[src/rtl/bgd_pkg.sv]
package bgd_pkg;

  // Configuration register indexes
  localparam int unsigned CfgIdxW = 8;
  localparam int unsigned CfgDataW = 16;
  localparam logic [CfgIdxW-1:0] CFG_ACTIVE_LOW    = 8'd0;
  localparam logic [CfgIdxW-1:0] CFG_DEBOUNCE_MS   = 8'd1;
  localparam logic [CfgIdxW-1:0] CFG_CLICK_MS      = 8'd2;
  localparam logic [CfgIdxW-1:0] CFG_LONG_PRESS_MS = 8'd3;

  // Register reset values
  localparam logic        RST_ACTIVE_LOW    = 1'b1;
  localparam logic [7:0]  RST_DEBOUNCE_MS   = 8'd50;
  localparam logic [15:0] RST_CLICK_MS      = 16'd400;
  localparam logic [15:0] RST_LONG_PRESS_MS = 16'd1000;

  // Gesture state machine, one-hot
  typedef enum logic [3:0] {
    ST_IDLE     = 4'b0001,
    ST_PRESSED  = 4'b0010,
    ST_RELEASED = 4'b0100,
    ST_SECOND   = 4'b1000
  } gesture_state_e;

  // Poll word
  typedef struct packed {
    logic        button_level;
    logic [31:0] time_now_ms;
  } in_word_t;

  // Result word
  typedef struct packed {
    logic press_event;
    logic release_event;
    logic long_start_event;
    logic long_end_event;
    logic click_event;
    logic double_click_event;
    logic pressed_now;
    logic long_pressed_now;
  } out_word_t;

endpackage

[src/rtl/button_gesture_detector.sv]
// An accepted poll word passes through the input register, then the result register, to its result word.
// Throughput: one poll word per cycle unless the result channel stalls; the state update is a single pass of 32-bit
// subtract-and-compare logic between the input register and the result register.
// Reset (rst_ni, asynchronous, active low): state idle, flags and stamps cleared,
// registers back to active_low 1, debounce 50, click 400, long press 1000; no words held.
module button_gesture_detector (
  input  logic                             clk_i,
  input  logic                             rst_ni,
  // poll channel
  input  logic                             in_valid_i,
  output logic                             in_stall_o,
  input  bgd_pkg::in_word_t                in_data_i,
  // result channel
  output logic                             out_valid_o,
  input  logic                             out_stall_i,
  output bgd_pkg::out_word_t               out_data_o,
  // configuration write channel
  input  logic                             cfg_valid_i,
  output logic                             cfg_ready_o,
  input  logic [bgd_pkg::CfgIdxW-1:0]      cfg_index_i,
  input  logic [bgd_pkg::CfgDataW-1:0]     cfg_data_i
);

  // configuration registers
  logic        active_low_q;
  logic [7:0]  debounce_q;
  logic [15:0] click_q;
  logic [15:0] long_press_q;

  // input stage
  logic              in_valid_q;
  bgd_pkg::in_word_t in_q;

  // gesture state
  bgd_pkg::gesture_state_e state_q, state_d;
  logic        long_flag_q, long_flag_d;
  logic        reported_q, reported_d;
  logic [31:0] press_stamp_q, press_stamp_d;
  logic [31:0] release_stamp_q, release_stamp_d;

  // result stage
  logic               out_valid_q;
  bgd_pkg::out_word_t out_q, out_d;

  logic advance;
  logic down;
  logic [31:0] held;
  logic [31:0] since_rel;
  logic held_gt_deb, held_gt_long, held_gt_click, rel_gt_deb;

  assign cfg_ready_o = 1'b1;

  // word moves on when the result slot is free or being emptied
  assign advance     = in_valid_q && (!out_valid_q || !out_stall_i);
  assign in_stall_o  = in_valid_q && !advance;
  assign out_valid_o = out_valid_q;
  assign out_data_o  = out_q;

  // configuration writes, unknown indexes ignored
  always_ff @(posedge clk_i or negedge rst_ni) begin
    if (!rst_ni) begin
      active_low_q <= bgd_pkg::RST_ACTIVE_LOW;
      debounce_q   <= bgd_pkg::RST_DEBOUNCE_MS;
      click_q      <= bgd_pkg::RST_CLICK_MS;
      long_press_q <= bgd_pkg::RST_LONG_PRESS_MS;
    end else if (cfg_valid_i && cfg_ready_o) begin
      unique case (cfg_index_i)
        bgd_pkg::CFG_ACTIVE_LOW:    active_low_q <= cfg_data_i[0];
        bgd_pkg::CFG_DEBOUNCE_MS:   debounce_q   <= cfg_data_i[7:0];
        bgd_pkg::CFG_CLICK_MS:      click_q      <= cfg_data_i;
        bgd_pkg::CFG_LONG_PRESS_MS: long_press_q <= cfg_data_i;
        default: ;
      endcase
    end
  end

  // input register
  always_ff @(posedge clk_i or negedge rst_ni) begin
    if (!rst_ni) begin
      in_valid_q <= 1'b0;
    end else if (!in_stall_o) begin
      in_valid_q <= in_valid_i;
    end
  end

  always_ff @(posedge clk_i) begin
    if (!in_stall_o && in_valid_i) begin
      in_q <= in_data_i;
    end
  end

  // wrapping elapsed times and threshold compares
  assign down          = (in_q.button_level != active_low_q);
  assign held          = in_q.time_now_ms - press_stamp_q;
  assign since_rel     = in_q.time_now_ms - release_stamp_q;
  assign held_gt_deb   = held > {24'd0, debounce_q};
  assign held_gt_long  = held > {16'd0, long_press_q};
  assign held_gt_click = held > {16'd0, click_q};
  assign rel_gt_deb    = since_rel > {24'd0, debounce_q};

  // next state and events
  always_comb begin
    state_d         = state_q;
    long_flag_d     = long_flag_q;
    reported_d      = reported_q;
    press_stamp_d   = press_stamp_q;
    release_stamp_d = release_stamp_q;
    out_d           = '0;
    unique case (state_q)
      bgd_pkg::ST_IDLE: begin
        if (down) begin
          state_d       = bgd_pkg::ST_PRESSED;
          press_stamp_d = in_q.time_now_ms;
        end
      end
      bgd_pkg::ST_PRESSED: begin
        if (down) begin
          if (held_gt_deb && !reported_q) begin
            reported_d        = 1'b1;
            out_d.press_event = 1'b1;
          end
          if (held_gt_long && !long_flag_q) begin
            long_flag_d            = 1'b1;
            out_d.long_start_event = 1'b1;
          end
        end else begin
          // short bounce drops back to idle silently
          if (!held_gt_deb) begin
            state_d = bgd_pkg::ST_IDLE;
          end else begin
            state_d             = bgd_pkg::ST_RELEASED;
            reported_d          = 1'b0;
            out_d.release_event = 1'b1;
          end
          release_stamp_d = in_q.time_now_ms;
        end
      end
      bgd_pkg::ST_RELEASED: begin
        // new press beats long-end timeout, which beats click timeout
        priority if (down && rel_gt_deb) begin
          press_stamp_d = in_q.time_now_ms;
          state_d       = bgd_pkg::ST_SECOND;
        end else if (held_gt_long) begin
          long_flag_d          = 1'b0;
          state_d              = bgd_pkg::ST_IDLE;
          out_d.long_end_event = 1'b1;
        end else if (held_gt_click) begin
          state_d           = bgd_pkg::ST_IDLE;
          out_d.click_event = 1'b1;
        end
      end
      bgd_pkg::ST_SECOND: begin
        if (!down && held_gt_deb) begin
          state_d                  = bgd_pkg::ST_IDLE;
          out_d.double_click_event = 1'b1;
        end
      end
      default: begin
        state_d = bgd_pkg::ST_IDLE;
      end
    endcase
    out_d.pressed_now      = (state_d == bgd_pkg::ST_PRESSED);
    out_d.long_pressed_now = (state_d == bgd_pkg::ST_PRESSED) && long_flag_d;
  end

  // state registers
  always_ff @(posedge clk_i or negedge rst_ni) begin
    if (!rst_ni) begin
      state_q         <= bgd_pkg::ST_IDLE;
      long_flag_q     <= 1'b0;
      reported_q      <= 1'b0;
      press_stamp_q   <= '0;
      release_stamp_q <= '0;
    end else if (advance) begin
      state_q         <= state_d;
      long_flag_q     <= long_flag_d;
      reported_q      <= reported_d;
      press_stamp_q   <= press_stamp_d;
      release_stamp_q <= release_stamp_d;
    end
  end

  // result register
  always_ff @(posedge clk_i or negedge rst_ni) begin
    if (!rst_ni) begin
      out_valid_q <= 1'b0;
    end else if (advance) begin
      out_valid_q <= 1'b1;
    end else if (!out_stall_i) begin
      out_valid_q <= 1'b0;
    end
  end

  always_ff @(posedge clk_i) begin
    if (advance) begin
      out_q <= out_d;
    end
  end

  // checks
  a_state_onehot: assert property (@(posedge clk_i) disable iff (!rst_ni)
    $onehot(state_q))
    else $error("gesture state not one-hot");

  a_long_implies_pressed: assert property (@(posedge clk_i) disable iff (!rst_ni)
    out_valid_q && out_q.long_pressed_now |-> out_q.pressed_now)
    else $error("long-pressed status without pressed status");

  a_release_not_pressed: assert property (@(posedge clk_i) disable iff (!rst_ni)
    out_valid_q && out_q.release_event |-> !out_q.pressed_now)
    else $error("release event while still pressed");

  a_advance_fills_result: assert property (@(posedge clk_i) disable iff (!rst_ni)
    advance |=> out_valid_q)
    else $error("processed word lost before result register");

  a_stall_needs_word: assert property (@(posedge clk_i) disable iff (!rst_ni)
    in_stall_o |-> in_valid_q && out_valid_q && out_stall_i)
    else $error("input stalled without a blocked word");

endmodule

[config.mk]
export PLATFORM = sky130hd
export DESIGN_NAME = button_gesture_detector
export DESIGN_NICKNAME = d
export VERILOG_FILES = /design/src/rtl/bgd_pkg.sv /design/src/rtl/button_gesture_detector.sv
export SDC_FILE = /design/constraint.sdc
export NUM_CORES = 1
export LEC_CHECK = 0
export BUFFER_PORTS_ARGS = -buffer_cell sky130_fd_sc_hd__clkbuf_2
export CORE_ASPECT_RATIO = 1.1
export CORE_MARGIN = 2
export CORE_UTILIZATION = 53
export DETAILED_ROUTE_END_ITERATION = 10
export PLACE_DENSITY = 0.71
export SYNTH_ARGS = -nofsm -noshare
export SYNTH_HDL_FRONTEND = slang
export SYNTH_SLANG_ARGS = --single-unit
[constraint.sdc]
create_clock -name clk_i -period 4.8 [get_ports clk_i]
set_input_delay 0.96 -clock clk_i [delete_from_list [all_inputs] [get_ports clk_i]]
set_output_delay 0.96 -clock clk_i [all_outputs]
set_load 0.005 [all_outputs]
==> summary.txt, run 1 <==
Hold path
  – Hold path depth: 1
  – Min-Delay Endpoint: out_valid_o$_DFFE_PN0P_
  – Hold Path Class: reg -> reg
  – Hold Startpoint: in_valid_q$_DFFE_PN0N_

Synth
  – Count leader, synth: inv_1
  – Fraction of post-synthesis cell area in the top cell type by area: around 22%
  – Post-synth EDFFs: slightly above 40
  – Dominant synthesized flop cell: dfrtp_1
  – Netlist cell types: 80
  – Yosys reg bits: 154
  – Post-synth top cells: inv_1 (120), ha_1 (106), dfrtp_1 (99), a21oi_1 (80), nand2_1 (78)
  – Async SR Flop Fraction: 73.4%
  – Largest area contributor in the netlist: dfrtp_1
  – Synth Area per Inst: about 10 um^2
  – Mapped Area: roughly 0.011 mm^2
  – Syn. warnings: 0
  – Sequential fraction of the synthesis area: a little under two fifths
  – Cells after Synth: roughly 1100
  – Ranking of synthesized cells by area: dfrtp_1 (22%), ha_1 (12%), edfxtp_1 (11%)
  – Synthesized Nets: 1294

STA
  – Slew Limit Headroom: a little under 40%
  – Setup_tns: 0 ns
  – Fin crit period: approximately 4.5 ns
  – FMAX: 222 MHz
  – Max Slew Vio Count: 0
  – Final worst-path cycle share: between 90% and 100%
  – Clk_skew: about 0.014 ns
  – RSZ-0062 raised after global routing: no
  – Worst-Margin Slew: between 0.9 and 1 ns
  – Final Hold Fails: 0
  – Final Setup Violations: 0

Clock tree
  – CTS H-Tree Depth: 4
  – CTS buffer count: 17
  – CTS Hold Bufs: 0
  – Clock buffer depth: 2
  – # clock sinks: around 150
  – CTS tree: built
  – Clk slew on worst S/H paths: 0.07 ns
  – Skew-Pair Late Insertion Delay: ~0.44 ns
  – Root buf cell: clkbuf_16

Floorplanning
  – Cell row count: 55
  – Die Y: roughly 160 um
  – Core box area: 0.0206 mm^2
  – Die X: ~140 um
  – Starting density of the core: a little over half
  – Die area: 0.0221 mm^2
  – Ports: 73

Power and ir drop
  – Power per cell area: 620 mW/mm^2
  – LEAKAGE: 5.50 nW
  – Worst vdd ir: ~0.00033 V

Setup path
  – Crit Reg-Reg Endpoint: press_stamp_q[2]$_DFFE_PN0P_
  – Reg2Reg Depth: 22
  – Setup crit start kind: flop
  – Worst-path maximum fanout: 16
  – Reg2Reg Setup Slack: around 0.3 ns
  – Arr. time, crit path: about 4.8 ns
  – CP Capture Type: flop
  – WP data required: roughly 5 ns
  – Critical path class: reg -> reg
  – RR Startpoint: in_q[0]$_DFFE_PP_

Global route
  – Largest net degree at the start of global routing: 54
  – Vias in the first global route: 8339
  – Aggregate global routing overflow: 0
  – Initial antenna violation count: 0
  – First-pass GRT wire length: 41600 um
  – GRT Util Overall: between 20% and 30%

Place
  – PortBufs: a little over 70
  – Hpwl dp: approximately 19000 um
  – GP Congestion: between 0.8 and 0.9
  – Post-Place Cells: roughly 1400

Run
  – # Max-Cap Violations: 0

Routing
  – Final ANT Viol Nets: 0
  – Via-per-instance ratio: 5.87
  – Drt drc: 0
  – Routed len/inst: 17.4 um
  – Total iterations of the first detailed-routing run: 5
  – DRT iter0 DRCs: 539
  – Detailed Route WL: approximately 25000 um
  – Via Count: around 8500

Layout
  – Fillcell total: 1770
  – Synth-to-layout area growth: 10.0%
  – Layout cells sized above 1: 20.6%
  – Fin nets: between 1000 and 1500
  – Layout Cells excl Fill: about 1500
  – # diodes: 0

Status
  – Status: completed
[registers in the layout, indices dropped and copies added, names as in the netlist]
| name | cells |
|---|---|
| long_press_q | 16 |
| in_valid_q | 1 |
| release_stamp_q | 32 |
| out_valid_o | 1 |
| press_stamp_q | 32 |
| state_q | 4 |
| in_q | 33 |
| active_low_q | 1 |
| reported_q | 1 |
| out_data_o | 8 |
| long_flag_q | 1 |
| debounce_q | 8 |
| click_q | 16 |
[stage by stage]
stage               util, %  area [um^2]  setup WS (ns)  power [mW]  hold slack, ns
finish                 59.3        12200          0.295        7.57           0.497
detailed placement     56.4        11600          0.178        6.26           0.481
CTS                    59.1        12200          0.164        7.56           0.502
floorplan                 -        11100          0.827        5.29           0.450
global placement       56.4        11600          0.305        6.18           0.467
global route           59.3        12200         0.0179        8.25           0.515
[what timing repair did]
action,in CTS,in global routing
resized for setup,0,1
buffers inserted,0,1
endpoints found under the hold margin,0,0
endpoints found under the setup margin,0,31
[routing by layer]
| layer | wire length, um | track usage, % | vias up |
|---|---|---|---|
| li1 | - | - | 4202 |
| met1 | 11800 | 32.2 | 4124 |
| met2 | 12200 | 39.4 | 179 |
| met3 | 883 | 3.90 | 27 |
| met4 | 375 | 6.71 | 0 |
| met5 | 0 | 0 | - |
[placed cells by master (no fill, tap or decap), types with 6 or more instances in the layout]
cell type / Yosys / layout
mux2_2: 74 / 74
nand3_1: 28 / 28
and2_1: 8 / 7
nand2_1: 78 / 78
xnor2_1: 28 / 28
ha_1: 106 / 106
nand2b_1: 15 / 15
xor2_1: 17 / 17
dfstp_2: 14 / 14
a21oi_1: 80 / 80
buf_4: 1 / 7
o211ai_1: 12 / 12
mux2_4: 29 / 29
o2111ai_1: 9 / 9
a31oi_1: 7 / 7
nor3_1: 18 / 18
edfxtp_1: 41 / 41
o21ai_0: 51 / 51
nor2b_1: 11 / 11
nor4_1: 8 / 8
o31ai_1: 6 / 6
o21a_1: 21 / 21
dfrtp_1: 99 / 99
clkbuf_2: 4 / 70
nor2_1: 46 / 45
a221oi_1: 6 / 6
o21bai_1: 6 / 6
clkbuf_16: 0 / 18
nand4_1: 30 / 30
a21o_1: 25 / 25
inv_1: 120 / 120
[critical path, cell delays in order, from the launching register on]
cell      delay [ns]
edfxtp_1        0.38
inv_1           0.11
ha_1            0.18
inv_1           0.05
fa_1            0.39
a21o_1          0.21
nand4_1         0.14
nand2_1         0.12
xor2_1          0.17
ha_1            0.29
nor2b_1         0.13
o21ai_0         0.13
nand2b_1        0.07
o22a_1          0.21
nor4_1          0.33
nand4_1         0.14
nor4_1          0.19
nand3_1         0.22
nand3_1         0.15
o21ai_2         0.08
nand4_4         0.14
buf_12          0.19
mux2_2          0.35
[power breakdown]
part	leakage (nW)	switching (mW)	internal, mW	total, mW
logic	3.41	2.51	1.95	4.45
registers	1.81	0.185	1.66	1.85
clock network	0.271	0.582	0.686	1.27
[how the worst max path moves through the flow]
stage          cells past startpoint                            end               from  slack [ns]
2_1_floorplan                     21  press_stamp_q[10]$_DFFE_PN0P_  in_q[1]$_DFFE_PP_        0.83
3_3_place_gp                      21   press_stamp_q[2]$_DFFE_PN0P_  in_q[1]$_DFFE_PP_        0.31
3_5_place_dp                      21   press_stamp_q[2]$_DFFE_PN0P_  in_q[1]$_DFFE_PP_        0.18
4_1_cts                           21   press_stamp_q[2]$_DFFE_PN0P_  in_q[1]$_DFFE_PP_        0.16
5_1_grt                           21   press_stamp_q[2]$_DFFE_PN0P_  in_q[1]$_DFFE_PP_        0.02
6_report                          22   press_stamp_q[2]$_DFFE_PN0P_  in_q[0]$_DFFE_PP_        0.30
[cell type report]
type                    instances  area [um^2]  share of cell area (%)
repair buffers                 79          448                    3.67
well taps                     256          320                    2.63
clock inverters                14          114                   0.933
multi-input cells             812         6350                    52.1
flip-flops and latches        154         4080                    33.4
clock buffers                  18          439                    3.60
inverters                     120          450                    3.69
[logic make-up (layout without fill, tap and decap cells)]
family	Yosys count	after routing	share of synthesized area, %
AOI/OAI and AO/OA	270	270	16.0
and+or+nand+nor	276	276	13.1
buffers and inverters	158	231	5.97
adders and majority gates	112	112	12.7
DFF	154	154	36.8
other	1	1	0.0338
xor gates and xnor gates	45	45	3.55
muxes	108	108	11.9
No activity file was read; power rests on OpenSTA's default activity.
==> run 2, diff against run 1 <==
BUFFER_PORTS_ARGS = -buffer_cell sky130_fd_sc_hd__buf_2   (was -buffer_cell sky130_fd_sc_hd__clkbuf_2)
GPL_ROUTABILITY_DRIVEN = 0   (was default)
==> summary.txt, run 2 (same netlist as run 1, synthesis figures left out) <==
Setup path
  – Setup crit start kind: flop
  – Reg2Reg Setup Slack: 0.32 ns (+0.03 ns)
  – Worst-path maximum fanout: 13 (-3)
  – Arr. time, crit path: 4.80 ns (-0.03 ns)
  – Critical path class: reg -> reg
  – WP data required: 5.12 ns (about the same)
  – Max stage delay on crit path: 0.41 ns (+0.02 ns)
  – Critical-path cell list: inv_1 -> ha_1 -> inv_1 -> fa_1 -> a21o_1 -> nand4_1 -> nand2_1 -> xor2_1 -> ha_1 -> nor2b_1 -> o21ai_0 -> nand2b_1 -> o22a_1 -> nor4_1 -> nand4_1 -> nor4_1 -> nand3_1 -> nand3_1 -> o21ai_2 -> nand4_4 -> buf_12 -> mux2_2
  – CP Capture Type: flop
  – RR Startpoint: in_q[0]$_DFFE_PP_
  – Reg2Reg Depth: 22 (unchanged)
  – CP max-delay cell: fa_1
  – Crit Reg-Reg Endpoint: press_stamp_q[2]$_DFFE_PN0P_

Layout
  – Max reg flops: 33 (unchanged)
  – Reg with most FFs: in_q
  – Multi-input gate area: 0.00635 mm^2 (unchanged)
  – Commonest non-fill, non-tap cell in the layout: inv_1
  – Register area: 0.00408 mm^2 (unchanged)
  – Regs by FF count: in_q: 33 flops, press_stamp_q: 32 flops, release_stamp_q: 32 flops
  – Post-Route Utilization: 59.8% (+0.50 points)
  – Layout cells sized above 1: 20.9% (+0.30 points)
  – Final instance area: 0.0123 mm^2 (+0.85%)
  – # diodes: 0 (unchanged)
  – Synth-to-layout area growth: 11.0%
  – Fin nets: 1361 (+0.52%)
  – Most frequent cells in the layout: inv_1 (120), ha_1 (106), dfrtp_1 (99), a21oi_1 (80), nand2_1 (78)
  – Fillcell total: 1747 (-1.3%)

Floorplanning
  – Die X: 142 um (unchanged)
  – Ports: 73 (unchanged)
  – Die area: 0.0221 mm^2 (unchanged)
  – Cell row count: 55 (unchanged)
  – Starting density of the core: 53.9% (unchanged)
  – Die Y: 156 um (unchanged)
  – Core box area: 0.0206 mm^2 (unchanged)

Run
  – # Max-Cap Violations: 0 (unchanged)

Global route
  – GR Layer Usage met2: 39.7% (+0.32 points)
  – GR peak layer: met2
  – GRT Util Overall: 23.6% (-0.096 points)
  – Largest net degree at the start of global routing: 53 (-1.9%)
  – Initial antenna violation count: 0 (unchanged)
  – First-pass GRT wire length: 41600 um (-0.20%)
  – Aggregate global routing overflow: 0 (unchanged)
  – Met3 Use GR: 3.59% (-0.31 points)
  – Global-route met1 utilization: 30.9% (-1.3 points)
  – Vias in the first global route: 8429 (+1.1%)

Status
  – Status: completed

Routing
  – Detailed Route WL: 25500 um (+1.2%)
  – Routed len/inst: 17.5 um (+0.72%)
  – DRT iter0 DRCs: 661 (+23%)
  – Total iterations of the first detailed-routing run: 5 (unchanged)
  – Via Count: 8658 (+1.5%)
  – Via-per-instance ratio: 5.93 (+0.99%)
  – Final ANT Viol Nets: 0 (unchanged)
  – Drt drc: 0 (unchanged)

Clock tree
  – Clock buffer depth: 2 (unchanged)
  – CTS tree: built
  – CTS H-Tree Depth: 4 (unchanged)
  – CTS Hold Bufs: 0 (unchanged)
  – Root buf cell: clkbuf_16
  – Skew-Pair Late Insertion Delay: 0.44 ns (about the same)
  – Clk slew on worst S/H paths: 0.06 ns (about the same)
  – CTS buffer count: 17 (unchanged)
  – # clock sinks: 154 (unchanged)

STA
  – FMAX: 223 MHz (+0.57%)
  – Worst-Margin Slew: 0.900 ns (-0.00725 ns)
  – Final worst-path cycle share: 93.3% (-0.53 points)
  – Fin crit period: 4.48 ns (-0.0255 ns)
  – Max Slew Vio Count: 0 (unchanged)
  – Clk_skew: 0.0118 ns (-0.00202 ns)
  – Final Hold Fails: 0 (unchanged)
  – Final Setup Violations: 0 (unchanged)
  – Slew Limit Headroom: 39.8% (+0.47 points)

Place
  – Hpwl dp: 19400 um (-0.36%)
  – DP Area: 0.0116 mm^2 (+0.11%)
  – PortBufs: 71 (unchanged)

Power and ir drop
  – LEAKAGE: 5.53 nW (+0.65%)
  – Design Power: 7.75 mW (+2.5%)
  – Power per cell area: 630 mW/mm^2 (+1.6%)
  – Worst vdd ir: 0.000315 V (-3.1%)

Hold path
  – Hold Startpoint: in_valid_q$_DFFE_PN0N_
  – Hold Path Class: reg -> reg
  – Hold path depth: 1 (unchanged)
  – Min-Delay Endpoint: out_valid_o$_DFFE_PN0P_
run 2: changes by cell type in the layout (fill, tap and decap cells not counted), moves of 2 or more:
cell,before,now
buf_4,7,14
inv_8,2,0
bufinv_16,0,3
buf_2,0,70
clkinv_2,3,1
clkbuf_2,70,0
run 2: stage by stage:
step / std cells / TNS [ns] / worst slack (ns) / hold WS [ns]
2_1_floorplan: 1124 / 0 / 0.827 / 0.450
3_3_place_gp: 1419 / 0 / 0.352 / 0.468
3_5_place_dp: 1419 / 0 / 0.233 / 0.483
4_1_cts: 1451 / 0 / 0.218 / 0.502
5_1_grt: 1460 / -0.0226 / -0.0122 / 0.512
6_report: 1460 / 0 / 0.321 / 0.492
run 2: how the worst max path moves through the flow:
stage,startpoint,to,slack [ns],depth (start not counted)
2_1_floorplan,in_q[1]$_DFFE_PP_,press_stamp_q[10]$_DFFE_PN0P_,0.83,21
3_3_place_gp,in_q[1]$_DFFE_PP_,press_stamp_q[0]$_DFFE_PN0P_,0.35,21
3_5_place_dp,in_q[1]$_DFFE_PP_,press_stamp_q[0]$_DFFE_PN0P_,0.23,21
4_1_cts,in_q[1]$_DFFE_PP_,press_stamp_q[2]$_DFFE_PN0P_,0.22,21
5_1_grt,in_q[0]$_DFFE_PP_,press_stamp_q[2]$_DFFE_PN0P_,-0.01,22
6_report,in_q[0]$_DFFE_PP_,press_stamp_q[2]$_DFFE_PN0P_,0.32,22
run 2: cell type report:
| cell class | instances | share of cell area [%] |
|---|---|---|
| Sequential cell | 154 | 33.1 |
| Tap cell | 256 | 2.60 |
| Inverter | 120 | 3.66 |
| Timing Repair Buffer | 86 | 4.03 |
| Clock buffer | 19 | 3.60 |
| Clock inverter | 13 | 1.35 |
| Multi-Input combinational cell | 812 | 51.6 |
run 2: worst max-delay path: cells and delay by family (launching register included):
kind / cells / cell delay [ns]
AO/OA/AOI/OAI: 4 / 0.65
buffers and inverters: 3 / 0.36
multiplexers: 1 / 0.34
adder cells (fa/ha/maj): 3 / 0.89
AND/OR/NAND/NOR: 10 / 1.58
flip-flops: 1 / 0.38
XOR/XNOR: 1 / 0.16
run 2: routing by layer:
metal | wire [um] | vias to the layer above | share of wire [%]
met3 | 966 | 54 | 3.8
li1 | - | 4206 | -
met4 | 644 | 0 | 2.5
met5 | 0 | - | 0
met1 | 11600 | 4180 | 46
met2 | 12300 | 218 | 48
run 2: report_power, final:
| group | leakage (nW) | switching [mW] | internal, mW | total, mW |
|---|---|---|---|---|
| combinational | 3.43 | 2.53 | 1.96 | 4.50 |
| sequential | 1.81 | 0.190 | 1.66 | 1.85 |
| clock | 0.292 | 0.566 | 0.836 | 1.40 |
| total | 5.53 | 3.29 | 4.46 | 7.75 |
run 2: repair_timing:
| action | CTS | global route |
|---|---|---|
| endpoints found under the setup margin | 0 | 26 |
| resized for setup | 0 | 1 |
| endpoints found under the hold margin | 0 | 0 |
| setup buffers | 0 | 9 |
